### src/qhd_pkg.sv
`default_nettype none

package qhd_pkg;

  localparam int SAMPLE_WIDTH = 16;
  localparam int FRAC_BITS    = 11;
  localparam int CFG_W        = 15;
  localparam int MODE_W       = 2;
  localparam int INDEX_W      = 2;
  localparam int BITS_W       = 6;
  localparam int COUNT_W      = 3;
  localparam int THERMO_W     = 7;
  localparam int LEVEL_W      = 3;

  // 6u needs three more bits than u
  localparam int UNIT_W = CFG_W + 3;
  localparam int CMP_W  = ((SAMPLE_WIDTH > UNIT_W) ? SAMPLE_WIDTH : UNIT_W) + 1;

  localparam logic [MODE_W-1:0] MODE_QPSK  = 2'd0;
  localparam logic [MODE_W-1:0] MODE_QAM16 = 2'd1;
  localparam logic [MODE_W-1:0] MODE_QAM64 = 2'd2;

  localparam logic [INDEX_W-1:0] REG_MODE      = 2'd0;
  localparam logic [INDEX_W-1:0] REG_NORMALIZE = 2'd1;
  localparam logic [INDEX_W-1:0] REG_Q16_THR   = 2'd2;
  localparam logic [INDEX_W-1:0] REG_Q64_UNIT  = 2'd3;

  localparam logic [CFG_W-1:0] Q16_THR_RESET  = CFG_W'(1295);
  localparam logic [CFG_W-1:0] Q64_UNIT_RESET = CFG_W'(316);
  localparam logic [CFG_W-1:0] Q16_THR_FIXED  = CFG_W'(2 << FRAC_BITS);
  localparam logic [CFG_W-1:0] Q64_UNIT_FIXED = CFG_W'(1 << FRAC_BITS);

  localparam logic [COUNT_W-1:0] COUNT_QPSK  = 3'd2;
  localparam logic [COUNT_W-1:0] COUNT_QAM16 = 3'd4;
  localparam logic [COUNT_W-1:0] COUNT_QAM64 = 3'd6;
  localparam logic [COUNT_W-1:0] COUNT_NONE  = 3'd0;

  typedef struct packed {
    logic                pos;
    logic                big;
    logic [THERMO_W-1:0] thermo;
  } axis_dec_t;

  function automatic logic [LEVEL_W-1:0] level_count(input logic [THERMO_W-1:0] thermo);
    logic [LEVEL_W-1:0] n;
    n = '0;
    for (int k = 0; k < THERMO_W; k++) begin
      n = n + LEVEL_W'(thermo[k]);
    end
    return n;
  endfunction

endpackage

`default_nettype wire

### src/qhd_slicer.sv
`default_nettype none

module qhd_slicer
  import qhd_pkg::*;
(
  input  wire logic                           clk_i,
  input  wire logic                           en_i,
  input  wire logic signed [SAMPLE_WIDTH-1:0] sample_i,
  input  wire logic        [CFG_W-1:0]        thr_i,
  input  wire logic        [UNIT_W-1:0]       u2_i,
  input  wire logic        [UNIT_W-1:0]       u4_i,
  input  wire logic        [UNIT_W-1:0]       u6_i,
  output axis_dec_t                           dec_o
);

  logic signed [CMP_W-1:0] x;
  logic signed [CMP_W-1:0] zero_s;
  logic signed [CMP_W-1:0] thr_p;
  logic signed [CMP_W-1:0] thr_n;
  logic signed [CMP_W-1:0] b2;
  logic signed [CMP_W-1:0] b4;
  logic signed [CMP_W-1:0] b6;
  axis_dec_t               dec_d;
  axis_dec_t               dec_q;

  always_comb begin
    x      = CMP_W'(sample_i);
    zero_s = signed'(CMP_W'(0));
    thr_p  = signed'(CMP_W'(thr_i));
    thr_n  = -thr_p;
    b2     = signed'(CMP_W'(u2_i));
    b4     = signed'(CMP_W'(u4_i));
    b6     = signed'(CMP_W'(u6_i));

    dec_d.pos       = x > zero_s;
    dec_d.big       = (x > thr_p) || (x < thr_n);
    dec_d.thermo[0] = x > -b6;
    dec_d.thermo[1] = x > -b4;
    dec_d.thermo[2] = x > -b2;
    dec_d.thermo[3] = x > zero_s;
    dec_d.thermo[4] = x > b2;
    dec_d.thermo[5] = x > b4;
    dec_d.thermo[6] = x > b6;
  end

  always_ff @(posedge clk_i) begin
    if (en_i) begin
      dec_q <= dec_d;
    end
  end

  assign dec_o = dec_q;

endmodule

`default_nettype wire

### src/qam_hard_decision_demapper.sv
// QAM hard-decision demapper: one complex symbol in, one set of decided bits out.
// Input channel: in_valid_i / in_stall_o with in_phase_i and quadrature_i, signed
// Q4.11 samples. Output channel: out_valid_o / out_stall_i with decided_bits_o
// (first decided bit highest among the used bits) and bit_count_o (2, 4 or 6;
// 0 for the unused mode code).
// Configuration: write cfg_data_i to register cfg_index_i while cfg_we_i is high
// (0 mode, 1 normalize, 2 16-QAM threshold, 3 64-QAM unit). Write only while idle.
// The block is a three-stage pipeline: input and threshold capture, per-axis
// compares, level count and packing into the output register. An accepted item
// passes through the stage-one, slicer and output registers in turn.
// Throughput is one item per cycle while the output is not stalled.
// When the receiver stalls, the output holds and empty stages still fill, so up
// to three items are held before in_stall_o rises; nothing is lost or repeated.
// Reset empties the pipeline and returns the registers to QPSK, no normalizing,
// threshold 1295 and unit 316.
`default_nettype none

module qam_hard_decision_demapper
  import qhd_pkg::*;
(
  input  wire logic                           clk_i,
  input  wire logic                           rst_ni,
  input  wire logic                           cfg_we_i,
  input  wire logic        [INDEX_W-1:0]      cfg_index_i,
  input  wire logic        [CFG_W-1:0]        cfg_data_i,
  input  wire logic                           in_valid_i,
  output logic                                in_stall_o,
  input  wire logic signed [SAMPLE_WIDTH-1:0] in_phase_i,
  input  wire logic signed [SAMPLE_WIDTH-1:0] quadrature_i,
  output logic                                out_valid_o,
  input  wire logic                           out_stall_i,
  output logic             [BITS_W-1:0]       decided_bits_o,
  output logic             [COUNT_W-1:0]      bit_count_o
);

  logic [MODE_W-1:0] mode_q;
  logic              norm_q;
  logic [CFG_W-1:0]  q16_thr_q;
  logic [CFG_W-1:0]  q64_unit_q;

  always_ff @(posedge clk_i or negedge rst_ni) begin
    if (!rst_ni) begin
      mode_q     <= MODE_QPSK;
      norm_q     <= 1'b0;
      q16_thr_q  <= Q16_THR_RESET;
      q64_unit_q <= Q64_UNIT_RESET;
    end else if (cfg_we_i) begin
      case (cfg_index_i)
        REG_MODE:      mode_q     <= cfg_data_i[MODE_W-1:0];
        REG_NORMALIZE: norm_q     <= cfg_data_i[0];
        REG_Q16_THR:   q16_thr_q  <= cfg_data_i;
        REG_Q64_UNIT:  q64_unit_q <= cfg_data_i;
        default: ;
      endcase
    end
  end

  logic ready1;
  logic ready2;
  logic ready3;
  logic v1_q;
  logic v2_q;
  logic v3_q;

  assign ready3     = !v3_q || !out_stall_i;
  assign ready2     = !v2_q || ready3;
  assign ready1     = !v1_q || ready2;
  assign in_stall_o = !ready1;

  always_ff @(posedge clk_i or negedge rst_ni) begin
    if (!rst_ni) begin
      v1_q <= 1'b0;
      v2_q <= 1'b0;
      v3_q <= 1'b0;
    end else begin
      if (ready1) begin
        v1_q <= in_valid_i;
      end
      if (ready2) begin
        v2_q <= v1_q;
      end
      if (ready3) begin
        v3_q <= v2_q;
      end
    end
  end

  logic [CFG_W-1:0]  thr_d;
  logic [CFG_W-1:0]  unit_sel;
  logic [UNIT_W-1:0] u2_d;
  logic [UNIT_W-1:0] u4_d;
  logic [UNIT_W-1:0] u6_d;

  always_comb begin
    thr_d    = norm_q ? q16_thr_q : Q16_THR_FIXED;
    unit_sel = norm_q ? q64_unit_q : Q64_UNIT_FIXED;
    u2_d     = UNIT_W'(unit_sel) << 1;
    u4_d     = UNIT_W'(unit_sel) << 2;
    u6_d     = u2_d + u4_d;
  end

  logic signed [SAMPLE_WIDTH-1:0] i1_q;
  logic signed [SAMPLE_WIDTH-1:0] q1_q;
  logic        [MODE_W-1:0]       mode1_q;
  logic        [CFG_W-1:0]        thr1_q;
  logic        [UNIT_W-1:0]       u2_q;
  logic        [UNIT_W-1:0]       u4_q;
  logic        [UNIT_W-1:0]       u6_q;

  always_ff @(posedge clk_i) begin
    if (ready1) begin
      i1_q    <= in_phase_i;
      q1_q    <= quadrature_i;
      mode1_q <= mode_q;
      thr1_q  <= thr_d;
      u2_q    <= u2_d;
      u4_q    <= u4_d;
      u6_q    <= u6_d;
    end
  end

  axis_dec_t         dec_re;
  axis_dec_t         dec_im;
  logic [MODE_W-1:0] mode2_q;

  qhd_slicer u_slicer_i (
    .clk_i    (clk_i),
    .en_i     (ready2),
    .sample_i (i1_q),
    .thr_i    (thr1_q),
    .u2_i     (u2_q),
    .u4_i     (u4_q),
    .u6_i     (u6_q),
    .dec_o    (dec_re)
  );

  qhd_slicer u_slicer_q (
    .clk_i    (clk_i),
    .en_i     (ready2),
    .sample_i (q1_q),
    .thr_i    (thr1_q),
    .u2_i     (u2_q),
    .u4_i     (u4_q),
    .u6_i     (u6_q),
    .dec_o    (dec_im)
  );

  always_ff @(posedge clk_i) begin
    if (ready2) begin
      mode2_q <= mode1_q;
    end
  end

  logic [BITS_W-1:0]  bits_d;
  logic [COUNT_W-1:0] count_d;
  logic [BITS_W-1:0]  bits_q;
  logic [COUNT_W-1:0] count_q;

  always_comb begin
    case (mode2_q)
      MODE_QPSK: begin
        bits_d  = {4'b0000, dec_re.pos, dec_im.pos};
        count_d = COUNT_QPSK;
      end
      MODE_QAM16: begin
        bits_d  = {2'b00, dec_re.pos, dec_re.big, dec_im.pos, dec_im.big};
        count_d = COUNT_QAM16;
      end
      MODE_QAM64: begin
        bits_d  = {level_count(dec_re.thermo), level_count(dec_im.thermo)};
        count_d = COUNT_QAM64;
      end
      default: begin
        bits_d  = '0;
        count_d = COUNT_NONE;
      end
    endcase
  end

  always_ff @(posedge clk_i) begin
    if (ready3) begin
      bits_q  <= bits_d;
      count_q <= count_d;
    end
  end

  assign out_valid_o    = v3_q;
  assign decided_bits_o = bits_q;
  assign bit_count_o    = count_q;

endmodule

`default_nettype wire

### config.mk
export PLATFORM = sky130hd
export DESIGN_NAME = qam_hard_decision_demapper
export DESIGN_NICKNAME = d
export VERILOG_FILES = /design/src/qhd_pkg.sv /design/src/qhd_slicer.sv /design/src/qam_hard_decision_demapper.sv
export SDC_FILE = /design/constraint.sdc
export NUM_CORES = 1
export LEC_CHECK = 0
export ABC_AREA = 1
export BUFFER_PORTS_ARGS = -buffer_cell sky130_fd_sc_hd__buf_2
export CELL_PAD_IN_SITES_DETAIL_PLACEMENT = 2
export CELL_PAD_IN_SITES_GLOBAL_PLACEMENT = 2
export CORE_ASPECT_RATIO = 0.8
export CORE_MARGIN = 1
export CORE_UTILIZATION = 28
export CTS_BUF_LIST = sky130_fd_sc_hd__clkbuf_16
export DETAILED_ROUTE_END_ITERATION = 7
export PLACE_DENSITY_LB_ADDON = 0.08
export SLEW_MARGIN = 40
export SYNTH_ARGS = -nofsm -noshare
export SYNTH_HDL_FRONTEND = slang
export SYNTH_SLANG_ARGS = --single-unit
### constraint.sdc
create_clock -name clk_i -period 3.8 [get_ports clk_i]
set_input_delay 0.19 -clock clk_i [delete_from_list [all_inputs] [get_ports clk_i]]
set_output_delay 0.19 -clock clk_i [all_outputs]
set_load 0.02 [all_outputs]
==> results.cfg <==
[floorplan]
core_area_sq_um = 47350
die_h_microns = 198.6
die_w_microns = 247.7
die_area_sq_um = 49190
num_rows = 71
io_pins = 65
start_util_pct = 28.56

[synth]
yosysTopAreaCell = edfxtp_1
synth_flop_cell = edfxtp_1
synth_cell_type_count = 58
yosys_warnings = 0
postSynthAreaPerCell_sq_um = 7.918
synth.top_cell.area_share_pct = 23.54
syn_area_sq_um = 13520
synth_seq_area_share_pct = 30.30
synth_edf_count = 106
synth-seq-cells = 142
synth_area_leaders = edfxtp_1, ha_1, nand2_1
synthCells = 1708
ys_async_sr_fraction_pct = 25.35
synth_fp_nets = 2008

[detailed_routing]
drc = 0
post_drt_via_cell_ratio = 5.036
num_vias = 12453
drt_iter0_markers = 424
finalWirelength_microns = 54960
dr.pass1.iters = 4
wire_per_inst_microns = 22.22
ant_nets = 0

[worst_setup_path]
cp.arrival_ps = 3650
cp-end-kind = flop
worstSetupStartpointType = flop
critical_path_class = reg -> reg
worstPathRequired_ps = 4020
cp_slowest_cell = edfxtp_1
cp_max_fo = 4
cp_common_cell = nand2_1
crit_chain = inv_1, ha_1, nand3_1, nor2_1, nand4_1, nor2_1, ha_1, a21oi_1, o21a_1, nand3b_1, nor2_1, nand2_1, nand2_1, nand3b_1, nand2_1, nand2_1
slowest_delay_ps = 470

[clock_network]
clk_path_buf_depth = 2
clk_pin_slew_ps = 70
cts.sinks = 142
numCtsBuffers = 17
cts_setup_buffers = 0
h-tree-depth = 4
cts_tree = built
root_buffer = clkbuf_16
clkLatencyLatePin_ps = 470

[global_routing]
grt_util_all_layers_pct = 23.27
grt_max_degree = 52
grt_pass1_vias = 13673
gr-total-overflow = 0
grt_pass1_wl_microns = 83700
antenna_found_initial = 2

[sta]
slew_violations = 0
tns_ps = 0
setup_slack_ps = 360.9
rsz0062_at_grt = no
fin_skew_ps = 18.28
max-slew-margin-rel_pct = 48.15
max_freq_mhz = 290.8
period_needed_ps = 3439
finalHoldViolCount = 0
period_share_pct = 90.50
worst_pin_slew_ps = 777.8
setup_viol = 0

[pwr]
p_per_area_nw_per_um2 = 496.7
ir_worst_vdd_v = 0.0002654
cellLeakagePower_nw = 7.919

[place]
hpwlAfterDp_microns = 45040
pre_cts_slack_ps = 120.1
finalWeightedCongestion = 0.8447
port_buffers = 63

[layout]
drive_gt1_share_pct = 10.31
antenna_cells = 0
area_growth_pct = 16.84
fin_nets = 2140

[run_status]
status = finished clean

[worst_hold_path]
hold_class = in -> reg

[job]
max-cap-violations = 0
-- cells in the mapped netlist, types with 3 or more instances --
| master | count |
|---|---|
| a211oi_1 | 4 |
| a21boi_1 | 4 |
| a21o_1 | 6 |
| a21oi_1 | 108 |
| a221oi_1 | 3 |
| buf_2 | 3 |
| clkbuf_1 | 10 |
| clkinv_1 | 3 |
| dfrtp_1 | 25 |
| dfstp_2 | 11 |
| edfxtp_1 | 106 |
| fa_1 | 9 |
| ha_1 | 237 |
| inv_1 | 228 |
| inv_2 | 3 |
| nand2_1 | 397 |
| nand2_2 | 12 |
| nand2_4 | 5 |
| nand3_1 | 109 |
| nand3_2 | 5 |
| nand3b_1 | 12 |
| nand4_1 | 39 |
| nor2_1 | 145 |
| nor2_2 | 10 |
| nor2_4 | 8 |
| nor3_1 | 21 |
| nor3_2 | 3 |
| nor4_1 | 12 |
| o2111ai_1 | 4 |
| o211ai_1 | 3 |
| o21a_1 | 9 |
| o21ai_0 | 67 |
| o21ai_1 | 5 |
| o21bai_1 | 13 |
| xor2_1 | 37 |
-- registers in the layout, indices dropped and copies added (netlist names) --
name	cells
bit_count_o	2
decided_bits_o	6
i1_q	16
mode1_q	2
mode2_q	2
mode_q	2
norm_q	1
out_valid_o	1
q16_thr_q	15
q1_q	16
q64_unit_q	15
thr1_q	15
u4_q	15
u6_q	16
u_slicer_i.dec_o	8
u_slicer_q.dec_o	8
v1_q	1
v2_q	1
-- stage by stage --
| stage | std cells | util [%] | power (mW) | instance area [sq um] | hold slack, ps |
|---|---|---|---|---|---|
| 2_1_floorplan | 1708 | - | 4.651 | 13520 | -105.6 |
| 3_3_place_gp | 2396 | 31.07 | 5.913 | 14710 | 345.7 |
| 3_5_place_dp | 2396 | 31.11 | 6.093 | 14730 | 183.2 |
| 4_1_cts | 2473 | 33.32 | 7.964 | 15780 | 1.842 |
| 5_1_grt | 2473 | 33.37 | 8.497 | 15800 | 38.79 |
| 6_report | 2473 | 33.37 | 7.848 | 15800 | 24.57 |
-- placed cells by master, fill, tap and decap left out, types with 20 or more instances in the layout --
master / netlist / final
clkbuf_16: 0 / 20
a21oi_1: 108 / 108
nor2_1: 145 / 144
xor2_1: 37 / 37
edfxtp_1: 106 / 106
nand3_1: 109 / 106
o21ai_0: 67 / 67
nand4_1: 39 / 39
inv_1: 228 / 227
nand2_1: 397 / 397
dfrtp_1: 25 / 25
buf_2: 3 / 62
ha_1: 237 / 237
dlygate4sd3_1: 0 / 45
-- power breakdown --
part | internal (mW) | switching, mW | total (mW)
sequential | 2.00 | 0.365 | 2.36
clock | 0.967 | 0.807 | 1.77
combinational | 1.29 | 2.43 | 3.71
total | 4.25 | 3.60 | 7.85
-- worst paths after layout --
| check | start | endpoint | slack [ps] | depth (start not counted) |
|---|---|---|---|---|
| max reg2reg | thr1_q[0] | u_slicer_i.dec_o[7] | 360 | 16 |
| max in group asynchronous | rst_ni | q16_thr_q[2] | 3190 | 2 |
| max | thr1_q[0] | u_slicer_i.dec_o[7] | 360 | 16 |
| min in group asynchronous | rst_ni | v2_q | 230 | 2 |
| min reg2reg | mode_q[0] | mode1_q[0] | 460 | 0 |
| min | cfg_data_i[14] | q16_thr_q[14] | 20 | 3 |
-- area by class of cell --
| cell class | instances | area, sq um |
|---|---|---|
| clock inverters | 12 | 96.34 |
| well taps | 620 | 775.7 |
| inverters | 234 | 879.6 |
| fillers | 5480 | 31550 |
| multi-input cells | 1318 | 8528 |
| flip-flops and latches | 142 | 4098 |
| repair buffers | 127 | 923.4 |
| clock buffers | 20 | 500.5 |
-- timing repair --
item | CTS | global route
gates resized for setup | 0 | 6
hold buffers | 45 | 0
endpoints found under the setup margin | 0 | 2
hold endpoints to repair | 80 | 0
-- routing by layer --
metal | wire length (microns) | part of all wire, % | vias up | GRT usage, %
met4 | 881 | 1.6 | 0 | 5.862
met5 | 0 | 0 | - | 0
li1 | - | - | 6056 | -
met3 | 1613 | 2.9 | 41 | 2.348
met1 | 25720 | 47 | 6226 | 30.45
met2 | 26740 | 49 | 130 | 40.71
-- critical path, delay by kind of cell, from the launching register on --
family                     cells  cell delay, ps
and+or+nand+nor               11            1670
adders and majority gates      2             530
DFF                            1             470
AOI/OAI and AO/OA              2             390
buffers and inverters          1             130
-- cell families (layout without fill, tap and decap cells) --
| family | count (synthesis) | after routing | share of synthesized area [%] |
|---|---|---|---|
| DFF | 142 | 142 | 30.30 |
| buffers and inverters | 248 | 393 | 6.939 |
| other | 1 | 1 | 0.02773 |
| xor gates and xnor gates | 40 | 40 | 2.692 |
| and+or+nand+nor | 787 | 787 | 26.36 |
| AOI/OAI and AO/OA | 244 | 244 | 10.43 |
| adders and majority gates | 246 | 246 | 23.26 |
Power figures use the tool's default switching activity.
